--- src/design/jepm_pkg.sv ---
// jepm_pkg: shared types, constants and helpers for the jump event peak monitor
// used by every module of the block but jepm_fifo; depends on nothing
`default_nettype none

package jepm_pkg;

  // fixed lane layout of the torque fields
  localparam int LANE_COUNT      = 6;
  localparam int LANES_PER_WORD  = 3;
  localparam int TORQUE_W        = 16;

  // defaults for top level parameters
  localparam int MOTOR_COUNT_DEF = 6;
  localparam int QUEUE_DEPTH_DEF = 2;

  // request function codes
  localparam logic FUNC_SAMPLE = 1'b0;
  localparam logic FUNC_QUERY  = 1'b1;

  // configuration register reset
  localparam logic [23:0] POST_WINDOW_RST = 24'd500000;

  // "none" markers for the running maxima
  localparam logic signed [24:0] RISE_NONE = 25'sh1000000;
  localparam logic signed [23:0] H24_NONE  = 24'sh800000;

  typedef logic [LANE_COUNT-1:0][TORQUE_W-1:0] lanes_t;

  // classified request handed from front to back
  typedef struct packed {
    logic                query;
    logic [31:0]         time_us;
    logic signed [23:0]  base_height;
    logic signed [23:0]  clearance;
    logic                jump;
    logic                air;
    logic                jump_rise;
    logic                jump_fall;
    logic                air_rise;
    logic [31:0]         win_end_cand;
    lanes_t              cmd;
    lanes_t              app;
    logic [2:0]          motor_select;
  } item_t;

  // one result
  typedef struct packed {
    logic signed [24:0]  height_gain;
    logic                rise_valid;
    logic                in_window;
    logic [15:0]         jump_total;
    logic signed [24:0]  max_rise;
    logic signed [23:0]  apex_height;
    logic signed [23:0]  max_clearance;
    logic signed [15:0]  peak_command;
    logic [31:0]         peak_command_time;
    logic signed [15:0]  peak_applied;
    logic [31:0]         peak_applied_time;
  } result_t;

  // absolute value of a Q8.8 torque, -32768 maps to 32768
  function automatic logic [16:0] mag17(input logic [15:0] v);
    logic [16:0] ext;
    ext = {v[15], v};
    return v[15] ? 17'(-ext) : ext;
  endfunction

endpackage

`default_nettype wire

--- src/design/jepm_fifo.sv ---
// jepm_fifo: small register queue with push/full and pop/empty
// generic, no package dependency; DEPTH must be a power of two, at least 2
`default_nettype none

module jepm_fifo #(
  parameter int WIDTH = 8,
  parameter int DEPTH = 2
) (
  input  wire logic             clk,
  input  wire logic             rst_n,
  input  wire logic             push,
  input  wire logic [WIDTH-1:0] wdata,
  output logic                  full,
  input  wire logic             pop,
  output logic [WIDTH-1:0]      rdata,
  output logic                  empty
);

  localparam int PTR_W = $clog2(DEPTH);

  logic [WIDTH-1:0] mem_r [DEPTH];
  logic [PTR_W-1:0] wr_ptr_r, wr_ptr_nxt;
  logic [PTR_W-1:0] rd_ptr_r, rd_ptr_nxt;
  logic [PTR_W:0]   count_r, count_nxt;
  logic             do_push, do_pop;

  // status
  assign full    = (count_r == (PTR_W+1)'(DEPTH));
  assign empty   = (count_r == '0);
  assign do_push = push && !full;
  assign do_pop  = pop && !empty;
  assign rdata   = mem_r[rd_ptr_r];

  // pointer and count update
  always_comb begin
    wr_ptr_nxt = do_push ? wr_ptr_r + 1'b1 : wr_ptr_r;
    rd_ptr_nxt = do_pop ? rd_ptr_r + 1'b1 : rd_ptr_r;
    count_nxt  = count_r + (PTR_W+1)'(do_push) - (PTR_W+1)'(do_pop);
  end

  always_ff @(posedge clk) begin
    if (!rst_n) begin
      wr_ptr_r <= '0;
      rd_ptr_r <= '0;
      count_r  <= '0;
    end else begin
      wr_ptr_r <= wr_ptr_nxt;
      rd_ptr_r <= rd_ptr_nxt;
      count_r  <= count_nxt;
    end
  end

  // storage, no reset
  always_ff @(posedge clk) begin
    if (do_push) begin
      mem_r[wr_ptr_r] <= wdata;
    end
  end

endmodule

`default_nettype wire

--- src/design/jepm_front.sv ---
// jepm_front: accepts requests, splits torque lanes, detects flag edges
// and precomputes the window end; holds the post window register; uses jepm_pkg
`default_nettype none

module jepm_front (
  input  wire logic                clk,
  input  wire logic                rst_n,
  input  wire logic                cfg_valid,
  output logic                     cfg_ready,
  input  wire logic [23:0]         cfg_data,
  input  wire logic                accept,
  input  wire logic                func,
  input  wire logic [31:0]         time_us,
  input  wire logic signed [23:0]  base_height,
  input  wire logic signed [23:0]  wheel_gap,
  input  wire logic                jump_on,
  input  wire logic                airborne,
  input  wire logic [47:0]         command_torques_low,
  input  wire logic [47:0]         command_torques_high,
  input  wire logic [47:0]         applied_torques_low,
  input  wire logic [47:0]         applied_torques_high,
  input  wire logic [2:0]          motor_select,
  output jepm_pkg::item_t          item
);
  import jepm_pkg::*;

  logic [23:0] post_r;
  logic        prev_jump_r, prev_jump_nxt;
  logic        prev_air_r, prev_air_nxt;
  logic [32:0] win_sum;
  logic        sample;

  assign cfg_ready = 1'b1;
  assign sample    = (func == FUNC_SAMPLE);

  // window end with saturation at 32 bits
  assign win_sum = {1'b0, time_us} + {9'd0, post_r};

  // classification
  always_comb begin
    item.query        = (func == FUNC_QUERY);
    item.time_us      = time_us;
    item.base_height  = base_height;
    item.clearance    = wheel_gap;
    item.jump         = jump_on;
    item.air          = airborne;
    item.jump_rise    = sample && jump_on && !prev_jump_r;
    item.jump_fall    = sample && !jump_on && prev_jump_r;
    item.air_rise     = sample && airborne && !prev_air_r;
    item.win_end_cand = win_sum[32] ? 32'hFFFF_FFFF : win_sum[31:0];
    item.motor_select = motor_select;
    for (int m = 0; m < LANES_PER_WORD; m++) begin
      item.cmd[m]                  = command_torques_low[m*TORQUE_W +: TORQUE_W];
      item.cmd[m + LANES_PER_WORD] = command_torques_high[m*TORQUE_W +: TORQUE_W];
      item.app[m]                  = applied_torques_low[m*TORQUE_W +: TORQUE_W];
      item.app[m + LANES_PER_WORD] = applied_torques_high[m*TORQUE_W +: TORQUE_W];
    end
  end

  // previous flags follow accepted samples only
  always_comb begin
    prev_jump_nxt = prev_jump_r;
    prev_air_nxt  = prev_air_r;
    if (accept && sample) begin
      prev_jump_nxt = jump_on;
      prev_air_nxt  = airborne;
    end
  end

  always_ff @(posedge clk) begin
    if (!rst_n) begin
      post_r      <= POST_WINDOW_RST;
      prev_jump_r <= 1'b0;
      prev_air_r  <= 1'b0;
    end else begin
      prev_jump_r <= prev_jump_nxt;
      prev_air_r  <= prev_air_nxt;
      if (cfg_valid && cfg_ready) begin
        post_r <= cfg_data;
      end
    end
  end

endmodule

`default_nettype wire

--- src/design/jepm_back.sv ---
// jepm_back: event state, running maxima and per-motor torque peaks;
// executes one classified request per cycle unless the result queue is full; uses jepm_pkg
`default_nettype none

module jepm_back #(
  parameter int MOTOR_COUNT = jepm_pkg::MOTOR_COUNT_DEF
) (
  input  wire logic            clk,
  input  wire logic            rst_n,
  input  wire jepm_pkg::item_t item,
  input  wire logic            item_valid,
  output logic                 item_pop,
  input  wire logic            res_full,
  output logic                 res_push,
  output jepm_pkg::result_t    res
);
  import jepm_pkg::*;

  logic [15:0]        cnt_r, cnt_nxt;
  logic               latched_r, latched_nxt, latched_a;
  logic signed [23:0] takeoff_r, takeoff_nxt;
  logic [31:0]        win_end_r, win_end_nxt;
  logic signed [24:0] best_rise_r, best_rise_nxt;
  logic signed [23:0] best_apex_r, best_apex_nxt;
  logic signed [23:0] best_clr_r, best_clr_nxt;
  logic [15:0]        cpk_val_r [MOTOR_COUNT];
  logic [31:0]        cpk_t_r   [MOTOR_COUNT];
  logic [15:0]        apk_val_r [MOTOR_COUNT];
  logic [31:0]        apk_t_r   [MOTOR_COUNT];
  logic [15:0]        cpk_val_nxt [MOTOR_COUNT];
  logic [31:0]        cpk_t_nxt   [MOTOR_COUNT];
  logic [15:0]        apk_val_nxt [MOTOR_COUNT];
  logic [31:0]        apk_t_nxt   [MOTOR_COUNT];
  logic               adv, do_sample, take, win;
  logic signed [24:0] rise;

  assign adv       = item_valid && !res_full;
  assign item_pop  = adv;
  assign res_push  = adv;
  assign do_sample = adv && !item.query;

  // jump counter, takeoff latch and window end
  always_comb begin
    cnt_nxt     = cnt_r;
    latched_a   = latched_r;
    win_end_nxt = win_end_r;
    if (item.jump_rise) begin
      if (cnt_r != 16'hFFFF) begin
        cnt_nxt = cnt_r + 16'd1;
      end
      latched_a = 1'b0;
    end else if (item.jump_fall) begin
      win_end_nxt = item.win_end_cand;
    end
    take        = (cnt_nxt != '0) && item.air_rise && !latched_a;
    latched_nxt = latched_a || take;
    takeoff_nxt = take ? item.base_height : takeoff_r;
    win         = !item.query && (cnt_nxt != '0)
                  && (item.jump || (item.time_us <= win_end_nxt));
    rise        = latched_nxt
                  ? ($signed({item.base_height[23], item.base_height})
                     - $signed({takeoff_nxt[23], takeoff_nxt}))
                  : '0;
  end

  // running maxima inside the window
  always_comb begin
    best_rise_nxt = best_rise_r;
    best_apex_nxt = best_apex_r;
    best_clr_nxt  = best_clr_r;
    if (win) begin
      if (item.air && latched_nxt && (rise > best_rise_r)) begin
        best_rise_nxt = rise;
        best_apex_nxt = item.base_height;
      end
      if (item.clearance > best_clr_r) begin
        best_clr_nxt = item.clearance;
      end
    end
  end

  // per-motor absolute torque peaks, earliest wins on a tie
  always_comb begin
    for (int m = 0; m < MOTOR_COUNT; m++) begin
      cpk_val_nxt[m] = cpk_val_r[m];
      cpk_t_nxt[m]   = cpk_t_r[m];
      apk_val_nxt[m] = apk_val_r[m];
      apk_t_nxt[m]   = apk_t_r[m];
      if (win && (mag17(item.cmd[m]) > mag17(cpk_val_r[m]))) begin
        cpk_val_nxt[m] = item.cmd[m];
        cpk_t_nxt[m]   = item.time_us;
      end
      if (win && (mag17(item.app[m]) > mag17(apk_val_r[m]))) begin
        apk_val_nxt[m] = item.app[m];
        apk_t_nxt[m]   = item.time_us;
      end
    end
  end

  // result assembly
  always_comb begin
    res.height_gain       = item.query ? '0 : rise;
    res.rise_valid        = !item.query && latched_nxt;
    res.in_window         = win;
    res.jump_total        = cnt_nxt;
    res.max_rise          = best_rise_nxt;
    res.apex_height       = best_apex_nxt;
    res.max_clearance     = best_clr_nxt;
    res.peak_command      = '0;
    res.peak_command_time = '0;
    res.peak_applied      = '0;
    res.peak_applied_time = '0;
    if (item.query) begin
      for (int m = 0; m < MOTOR_COUNT; m++) begin
        if (item.motor_select == 3'(m)) begin
          res.peak_command      = cpk_val_r[m];
          res.peak_command_time = cpk_t_r[m];
          res.peak_applied      = apk_val_r[m];
          res.peak_applied_time = apk_t_r[m];
        end
      end
    end
  end

  // state registers, updated by samples only
  always_ff @(posedge clk) begin
    if (!rst_n) begin
      cnt_r       <= '0;
      latched_r   <= 1'b0;
      takeoff_r   <= '0;
      win_end_r   <= '0;
      best_rise_r <= RISE_NONE;
      best_apex_r <= H24_NONE;
      best_clr_r  <= H24_NONE;
      for (int m = 0; m < MOTOR_COUNT; m++) begin
        cpk_val_r[m] <= '0;
        cpk_t_r[m]   <= '0;
        apk_val_r[m] <= '0;
        apk_t_r[m]   <= '0;
      end
    end else if (do_sample) begin
      cnt_r       <= cnt_nxt;
      latched_r   <= latched_nxt;
      takeoff_r   <= takeoff_nxt;
      win_end_r   <= win_end_nxt;
      best_rise_r <= best_rise_nxt;
      best_apex_r <= best_apex_nxt;
      best_clr_r  <= best_clr_nxt;
      for (int m = 0; m < MOTOR_COUNT; m++) begin
        cpk_val_r[m] <= cpk_val_nxt[m];
        cpk_t_r[m]   <= cpk_t_nxt[m];
        apk_val_r[m] <= apk_val_nxt[m];
        apk_t_r[m]   <= apk_t_nxt[m];
      end
    end
  end

endmodule

`default_nettype wire

--- src/design/jump_event_peak_monitor_top.sv ---
// Jump event peak monitor, top level.
// Requests enter on the in_ queue port (push/full): an accepted request with
// in_func low records one telemetry sample, with in_func high it queries the
// running maxima and the peaks of motor in_motor_select.
// Results leave on the out_ queue port (empty/pop), one per request, in order;
// the oldest result is shown while out_empty is low and taken on out_pop.
// The post window register is written on cfg_valid/cfg_ready (ready is always
// high); write it only while no request is in flight.
// An accepted request is held in the request queue; the execute stage reads it
// from there and writes its result into the result queue, which shows it.
// Throughput: one request per cycle while the result queue has room, set by the
// execute stage that updates all motor peak lanes in parallel.
// When the receiver stops popping, the result queue fills, the execute stage
// holds, then the request queue fills and in_full rises; nothing is dropped.
// Synchronous active-low reset empties both queues, clears the counters and
// peaks, sets the maxima to "none" and the post window to 500000 us.
// Depends on jepm_pkg, jepm_front, jepm_fifo and jepm_back.
`default_nettype none

module jump_event_peak_monitor_top #(
  parameter int MOTOR_COUNT = jepm_pkg::MOTOR_COUNT_DEF,
  parameter int QUEUE_DEPTH = jepm_pkg::QUEUE_DEPTH_DEF
) (
  input  wire logic                clk,
  input  wire logic                rst_n,
  input  wire logic                cfg_valid,
  output logic                     cfg_ready,
  input  wire logic [23:0]         cfg_data,
  input  wire logic                in_push,
  output logic                     in_full,
  input  wire logic                in_func,
  input  wire logic [31:0]         in_time_us,
  input  wire logic signed [23:0]  in_base_height,
  input  wire logic signed [23:0]  in_wheel_gap,
  input  wire logic                in_jump_on,
  input  wire logic                in_airborne,
  input  wire logic [47:0]         in_command_torques_low,
  input  wire logic [47:0]         in_command_torques_high,
  input  wire logic [47:0]         in_applied_torques_low,
  input  wire logic [47:0]         in_applied_torques_high,
  input  wire logic [2:0]          in_motor_select,
  output logic                     out_empty,
  input  wire logic                out_pop,
  output logic signed [24:0]       out_height_gain,
  output logic                     out_rise_valid,
  output logic                     out_in_window,
  output logic [15:0]              out_jump_total,
  output logic signed [24:0]       out_max_rise,
  output logic signed [23:0]       out_apex_height,
  output logic signed [23:0]       out_max_clearance,
  output logic signed [15:0]       out_peak_command,
  output logic [31:0]              out_peak_command_time,
  output logic signed [15:0]       out_peak_applied,
  output logic [31:0]              out_peak_applied_time
);
  import jepm_pkg::*;

  item_t   fr_item, bk_item;
  result_t bk_res, q_res;
  logic    in_accept;
  logic    mid_empty, mid_pop;
  logic    res_full, res_push;

  assign in_accept = in_push && !in_full;

  // front: classify and edge-detect
  jepm_front u_front (
    .clk                  (clk),
    .rst_n                (rst_n),
    .cfg_valid            (cfg_valid),
    .cfg_ready            (cfg_ready),
    .cfg_data             (cfg_data),
    .accept               (in_accept),
    .func                 (in_func),
    .time_us              (in_time_us),
    .base_height          (in_base_height),
    .wheel_gap            (in_wheel_gap),
    .jump_on              (in_jump_on),
    .airborne             (in_airborne),
    .command_torques_low  (in_command_torques_low),
    .command_torques_high (in_command_torques_high),
    .applied_torques_low  (in_applied_torques_low),
    .applied_torques_high (in_applied_torques_high),
    .motor_select         (in_motor_select),
    .item                 (fr_item)
  );

  // request queue between front and back
  jepm_fifo #(
    .WIDTH ($bits(item_t)),
    .DEPTH (QUEUE_DEPTH)
  ) u_mid_q (
    .clk   (clk),
    .rst_n (rst_n),
    .push  (in_push),
    .wdata (fr_item),
    .full  (in_full),
    .pop   (mid_pop),
    .rdata (bk_item),
    .empty (mid_empty)
  );

  // back: execute against event state
  jepm_back #(
    .MOTOR_COUNT (MOTOR_COUNT)
  ) u_back (
    .clk        (clk),
    .rst_n      (rst_n),
    .item       (bk_item),
    .item_valid (!mid_empty),
    .item_pop   (mid_pop),
    .res_full   (res_full),
    .res_push   (res_push),
    .res        (bk_res)
  );

  // result queue
  jepm_fifo #(
    .WIDTH ($bits(result_t)),
    .DEPTH (QUEUE_DEPTH)
  ) u_res_q (
    .clk   (clk),
    .rst_n (rst_n),
    .push  (res_push),
    .wdata (bk_res),
    .full  (res_full),
    .pop   (out_pop),
    .rdata (q_res),
    .empty (out_empty)
  );

  // result fields to ports
  assign out_height_gain       = q_res.height_gain;
  assign out_rise_valid        = q_res.rise_valid;
  assign out_in_window         = q_res.in_window;
  assign out_jump_total        = q_res.jump_total;
  assign out_max_rise          = q_res.max_rise;
  assign out_apex_height       = q_res.apex_height;
  assign out_max_clearance     = q_res.max_clearance;
  assign out_peak_command      = q_res.peak_command;
  assign out_peak_command_time = q_res.peak_command_time;
  assign out_peak_applied      = q_res.peak_applied;
  assign out_peak_applied_time = q_res.peak_applied_time;

endmodule

`default_nettype wire

--- config.mk ---
export PLATFORM = sky130hd
export DESIGN_NAME = jump_event_peak_monitor_top
export DESIGN_NICKNAME = d
export VERILOG_FILES = /design/src/design/jepm_pkg.sv /design/src/design/jepm_fifo.sv /design/src/design/jepm_front.sv /design/src/design/jepm_back.sv /design/src/design/jump_event_peak_monitor_top.sv
export SDC_FILE = /design/constraint.sdc
export NUM_CORES = 2
export LEC_CHECK = 0
export BUFFER_PORTS_ARGS = -buffer_cell sky130_fd_sc_hd__buf_2
export CAP_MARGIN = 20
export CORE_ASPECT_RATIO = 1.2
export CORE_MARGIN = 5
export CORE_UTILIZATION = 61
export CTS_CLUSTER_SIZE = 20
export DETAILED_ROUTE_END_ITERATION = 8
export PLACE_DENSITY = 0.86
export REMOVE_ABC_BUFFERS = 1
export SLEW_MARGIN = 20
export SYNTH_ARGS = -nofsm -noshare
export SYNTH_HDL_FRONTEND = slang
export SYNTH_SLANG_ARGS = --single-unit
--- constraint.sdc ---
create_clock -name clk -period 19.8 [get_ports clk]
set_input_delay 2.97 -clock clk [delete_from_list [all_inputs] [get_ports clk]]
set_output_delay 2.97 -clock clk [all_outputs]
set_load 0.03 [all_outputs]
Word-level counts from Yosys, hierarchy flattened
Memory sizes are Yosys's and may differ from the RTL's. A register that Yosys moved wholly into a read port is not among the register bits.
Cells that the tools add are included.
W data, S select, Z words.
{ "op_classes": {"n_addsub": 35, "n_eq_ne": 8, "muxes": 106, "n_reduce_logical": 47, "magnitude_cmp": 15, "bitwise": 25} }
{ "ops": {"columns": ["operator", "count"], "rows": [
  ["$mux W32", 27],
  ["$mux W96", 7],
  ["$mux W16", 26],
  ["$mux W17", 24],
  ["$neg A17 Y17", 24],
  ["$gt A17 B17 Y1", 12],
  ["$mux W24", 5],
  ["$mux W25", 4],
  ["$add A32 B24 Y33", 1],
  ["$le A32 B32 Y1", 1],
  ["$logic_and A1 B1 Y1", 32],
  ["$gt A25 B25 Y1", 1],
  ["$sub A24 B24 Y25", 1],
  ["$gt A24 B24 Y1", 1],
  ["$or A1 B1 Y1", 24],
  ["$add A16 B1 Y16 const B", 1],
  ["$ne A16 B16 Y1 const B", 1],
  ["$reduce_bool A16 Y1", 1],
  ["$mux W1", 13],
  ["$logic_not A1 Y1", 9],
  ["$eq A3 B2 Y1 const B", 2],
  ["$eq A3 B3 Y1 const B", 2],
  ["$add A1 B1 Y1 const B", 4],
  ["$add A2 B1 Y2", 2],
  ["other kinds (7)", 11]
]} }
{ "word_totals": {"n_memories": 6, "wordCells": 258, "reg_bits": 180, "out_inout_bits": 215, "input_bits": 307, "mem_bits_rw": 1626} }
{ "memory_table": {"columns": ["memory", "words", "width", "rd", "rd_clocked_by_memory_dff", "write_ports", "line", "rtl"], "rows": [
  ["u_mid_q.mem_r", 2, 313, 1, 1, 1, "jepm_fifo.sv:21", "logic [WIDTH-1:0] mem_r [DEPTH];"],
  ["u_res_q.mem_r", 2, 212, 1, 1, 1, "jepm_fifo.sv:21", null],
  ["u_back.apk_t_r", 6, 32, 6, 0, 6, "jepm_back.sv:29", "logic [31:0] apk_t_r [MOTOR_COUNT];"],
  ["u_back.cpk_t_r", 6, 32, 6, 0, 6, "jepm_back.sv:27", "logic [31:0] cpk_t_r [MOTOR_COUNT];"],
  ["u_back.apk_val_r", 6, 16, 6, 0, 6, "jepm_back.sv:28", "logic [15:0] apk_val_r [MOTOR_COUNT];"],
  ["u_back.cpk_val_r", 6, 16, 6, 0, 6, "jepm_back.sv:26", "logic [15:0] cpk_val_r [MOTOR_COUNT];"]
]} }

Longest topological paths before layout
{ "logic_depth": {"ltp_word": 13, "ltp_mapped": 37, "depth_no_buf": 33} }

By module
Synthesis repeated with hierarchy kept, for this count alone.
{ "hier_totals": {"hier_cells": 6651, "area_unflattened_um2": 90974.8} }
{ "modules_own_cells": {"columns": ["module", "n_inst", "cells_each", "area_each_um2"], "rows": [
  ["jepm_back", 1, 4382, 46082.9],
  ["jepm_fifo (u_mid_q)", 1, 1001, 23939.2],
  ["jepm_fifo (u_res_q)", 1, 687, 16377.0],
  ["jepm_front", 1, 579, 4558.1],
  ["jump_event_peak_monitor_top", 1, 2, 17.5]
]} }

Worst setup path before layout
Ideal clock, no wire load.
{ "synth_path": {"path_type": "input to register", "start": "input in_push", "end": "memory u_mid_q.mem_r[0][0] in the netlist's numbering, enable pin", "slack_ns": 2.754, "t_required_ns": 18.805, "arrival_ns": 16.051, "path_stages": 2, "n_path_buf": 0, "cell_sequence": "nand2_1 nor2_1"} }
{ "synth_between": {"elab_chain_cells": 3} }
{ "synth_rtl": {"columns": ["item", "line", "rtl"], "rows": [
  ["from (decl)", "jump_event_peak_monitor_top.sv:29", "input wire logic in_push,"],
  ["$logic_and A1 B1 Y1", "jepm_fifo.sv:30", "assign do_push = push && !full;"],
  ["$mux W1", "jepm_fifo.sv:55", "if (do_push) begin"],
  ["$mux W1 (not written as such)", "jepm_fifo.sv:56", "mem_r[wr_ptr_r] <= wdata;"],
  ["to (decl)", "jepm_fifo.sv:21", null]
]} }
Every way passes these cells.

==> flow_metrics.tcl <==
set metrics [dict create \
    status "finished, final reports clean" \
    num_rows 151 \
    critical-path-top-delay-family "compound AO/OA/AOI/OAI gates" \
    first_global_vias 59400 \
    period_share_pct 51.6 \
    place_congestion 0.923 \
    grt_use_total_pct 29.7 \
    mostFrequentLayoutCell "edfxtp_1" \
    hold_viol 0 \
    worst_setup_path_end_kind "register" \
    die_h_um 422 \
    firstDrtPassIters 7 \
    gr-usage-met1_pct 36.5 \
    ys_seq_area_share_pct 60.7 \
    holdCritStartpoint "u_back.best_apex_r[17]" \
    crit_required_ns 20.36 \
    pwr-share-seq_pct 35.9 \
    start_util_pct 61.3 \
    ys_warn_count 0 \
    io_buffers 520 \
    drive_above_1_share_pct 17.8 \
    crit_path_max_incr_delay_ns 0.84 \
    hpwl_um 152000 \
    worstPathArrival_ns 10.78 \
    nNetsFinal 7944 \
    fmax_ghz 0.0978 \
    drc 0 \
    critPathMaxFanout 94 \
    slew_headroom_pct 26.5 \
    cp.depth 30 \
    die_w_um 354 \
    synth_cells 6806 \
    cts_max_level 4 \
    ir_drop_uv 134 \
    critPathSlowestCell "dfxtp_4" \
    worst_setup_path_start_kind "register" \
    core-area_mm2 0.141 \
    maxSlewViolCount 0 \
    initialDrtViolationCount 6553 \
    fin_crit_ns 10.22 \
    p_per_area_mw_per_mm2 159 \
    wl_um 227000 \
    final_antenna_net_count 0 \
    place_area_mm2 0.0909 \
    path_class "register to register" \
    rsz0062_at_grt "no" \
    cts_tree "done" \
    switchingPower_w 0.00606 \
    hold_class "register to register" \
    final_cell_mix "edfxtp_1 (1626), nand2_1 (676), nor2_1 (644), buf_2 (519), ha_1 (357)" \
    synth_ff_type "edfxtp_1" \
    comb_power_share_pct 41.9 \
    synthArstFlopShare_pct 0 \
    ys_seq_elements 1808 \
    clkPwrFrac_pct 22.2 \
    cts_buffer_depth 3 \
    setup_tns_ns 0 \
    io_pins 522 \
    numCtsBuffers 172 \
    grt_pass1_wl_um 343000 \
    vias 58800 \
    dieArea_mm2 0.149 \
    synth_edf_count 1626 \
    avgSynthCellArea_um2 12.7 \
    p_leak_nw 36.2 \
    busiest_layer "met2" \
    cts_root_buffer "clkbuf_16" \
    drv_cap 0 \
    cts.repair.resized 0 \
    design_area_mm2 0.0969 \
    wl_per_cell_um 24.5 \
    clk_latency_ns 0.85 \
    synthToLayoutAreaGrowth_pct 12.1 \
    overflow 0 \
    drt-vias-per-instance 6.35 \
    antenna_found_initial 30 \
    intPower_w 0.00937 \
    grt_start_max_net_pins 128 \
    post_cts_buffers 0 \
    ys_types 98 \
    gr-usage-met2_pct 50.1 \
    hold_buffers 0 \
    min_path_cells 2 \
    reg2reg_depth 30 \
    switching_share_pct 39.3 \
    cp_num_buf_inv 1 \
    finalClockSkew_ns 0.0617 \
    cts.sinks 1808 \
    worstMarginPinSlew_ns 1.10 \
    finalSetupViolations 0 \
    netlist_area_mm2 0.0864 \
    path_clk_slew_ns 0.07 \
    post-route-util_pct 68.7 \
    use_met3_pct 5.11 \
]
## per-stage QoR
| stage | setup slack, ns | instances | hold slack [ns] | total power (W) |
|---|---|---|---|---|
| 6_report | 9.58 | 9274 | 0.458 | 0.0154 |
| 5_1_grt | 8.94 | 9271 | 0.474 | 0.0162 |
| 4_1_cts | 9.55 | 9258 | 0.454 | 0.0154 |
| 3_5_place_dp | 9.58 | 8940 | 0.446 | 0.0119 |
| 3_3_place_gp | 9.82 | 8939 | 0.442 | 0.0117 |
| 2_1_floorplan | -17.07 | 6516 | 0.436 | 0.0106 |
## layer usage
| layer | vias up | wire length [µm] |
|---|---|---|
| met5 | - | 82 |
| met2 | 3143 | 111000 |
| met4 | 12 | 14000 |
| li1 | 26400 | - |
| met1 | 28700 | 82100 |
| met3 | 659 | 19800 |
## cells by family (layout without fill, tap and decap cells)
| family | count (synthesis) | count (layout) | synth area share (%) |
|---|---|---|---|
| multiplexers | 675 | 675 | 9.20 |
| AO/OA/AOI/OAI | 1137 | 1137 | 8.37 |
| other | 2 | 41 | 0.00869 |
| AND/OR/NAND/NOR | 2012 | 2012 | 10.7 |
| flip-flops | 1808 | 1808 | 60.7 |
| buffers and inverters | 441 | 1034 | 2.04 |
| adder cells (fa/ha/maj) | 361 | 361 | 5.24 |
| XOR/XNOR | 370 | 370 | 3.75 |
## power groups by stage
stage          Clock (W)  Combinational [W]  Sequential (W)
2_1_floorplan          0            0.00478         0.00582
3_3_place_gp           0            0.00614         0.00554
4_1_cts          0.00346            0.00641         0.00553
3_5_place_dp           0            0.00635         0.00559
5_1_grt          0.00363            0.00698         0.00559
6_report         0.00343            0.00646         0.00553
## synthesized netlist by cell type (all sizes together), types with 129 or more instances
master,n,share of area (%)
edfxtp,1626,57
nand2,682,3.0
nor2,650,2.8
a21oi,359,2.1
ha,357,5.2
mux2,316,4.1
mux2i,297,3.5
o21ai,250,1.4
xor2,241,2.4
clkbuf,221,0.96
dfxtp,182,4.2
xnor2,129,1.3
## final cells by class
| cell class | count | area (µm²) |
|---|---|---|
| Tap cell | 1836 | 2300 |
| Clock buffer | 214 | 4610 |
| Clock inverter | 104 | 1350 |
| Inverter | 128 | 485 |
| Sequential cell | 1808 | 52500 |
| Multi-Input combinational cell | 4580 | 32400 |
| Fill cell | 9296 | 44000 |
| Timing Repair Buffer | 588 | 3200 |
| Antenna cell | 16 | 40.0 |
## registers in the layout (all words and copies together), names as in the netlist, 25 cells and up, named ones only
| signal | cells |
|---|---|
| u_back.apk_t_r | 192 |
| u_back.apk_val_r | 96 |
| u_back.best_rise_r | 25 |
| u_back.cpk_t_r | 192 |
| u_back.cpk_val_r | 96 |
| u_back.win_end_r | 32 |
| u_mid_q.mem_r | 626 |
| u_res_q.mem_r | 424 |
## worst min-delay path: cells and delay by family (launching register included)
kind	cells	cell delay (ns)
compound gates	1	0.05
flops	1	0.31
simple gates	1	0.05
## final timing paths
kind | endpoint | slack [ns]
hold / removal | u_back.best_apex_r[17] | 0.46
hold reg to reg | u_back.best_apex_r[17] | 0.46
setup / recovery | u_res_q.mem_r[1][161] | 9.58
setup reg to reg | u_res_q.mem_r[1][161] | 9.58
(Power assumes the default switching activity.)
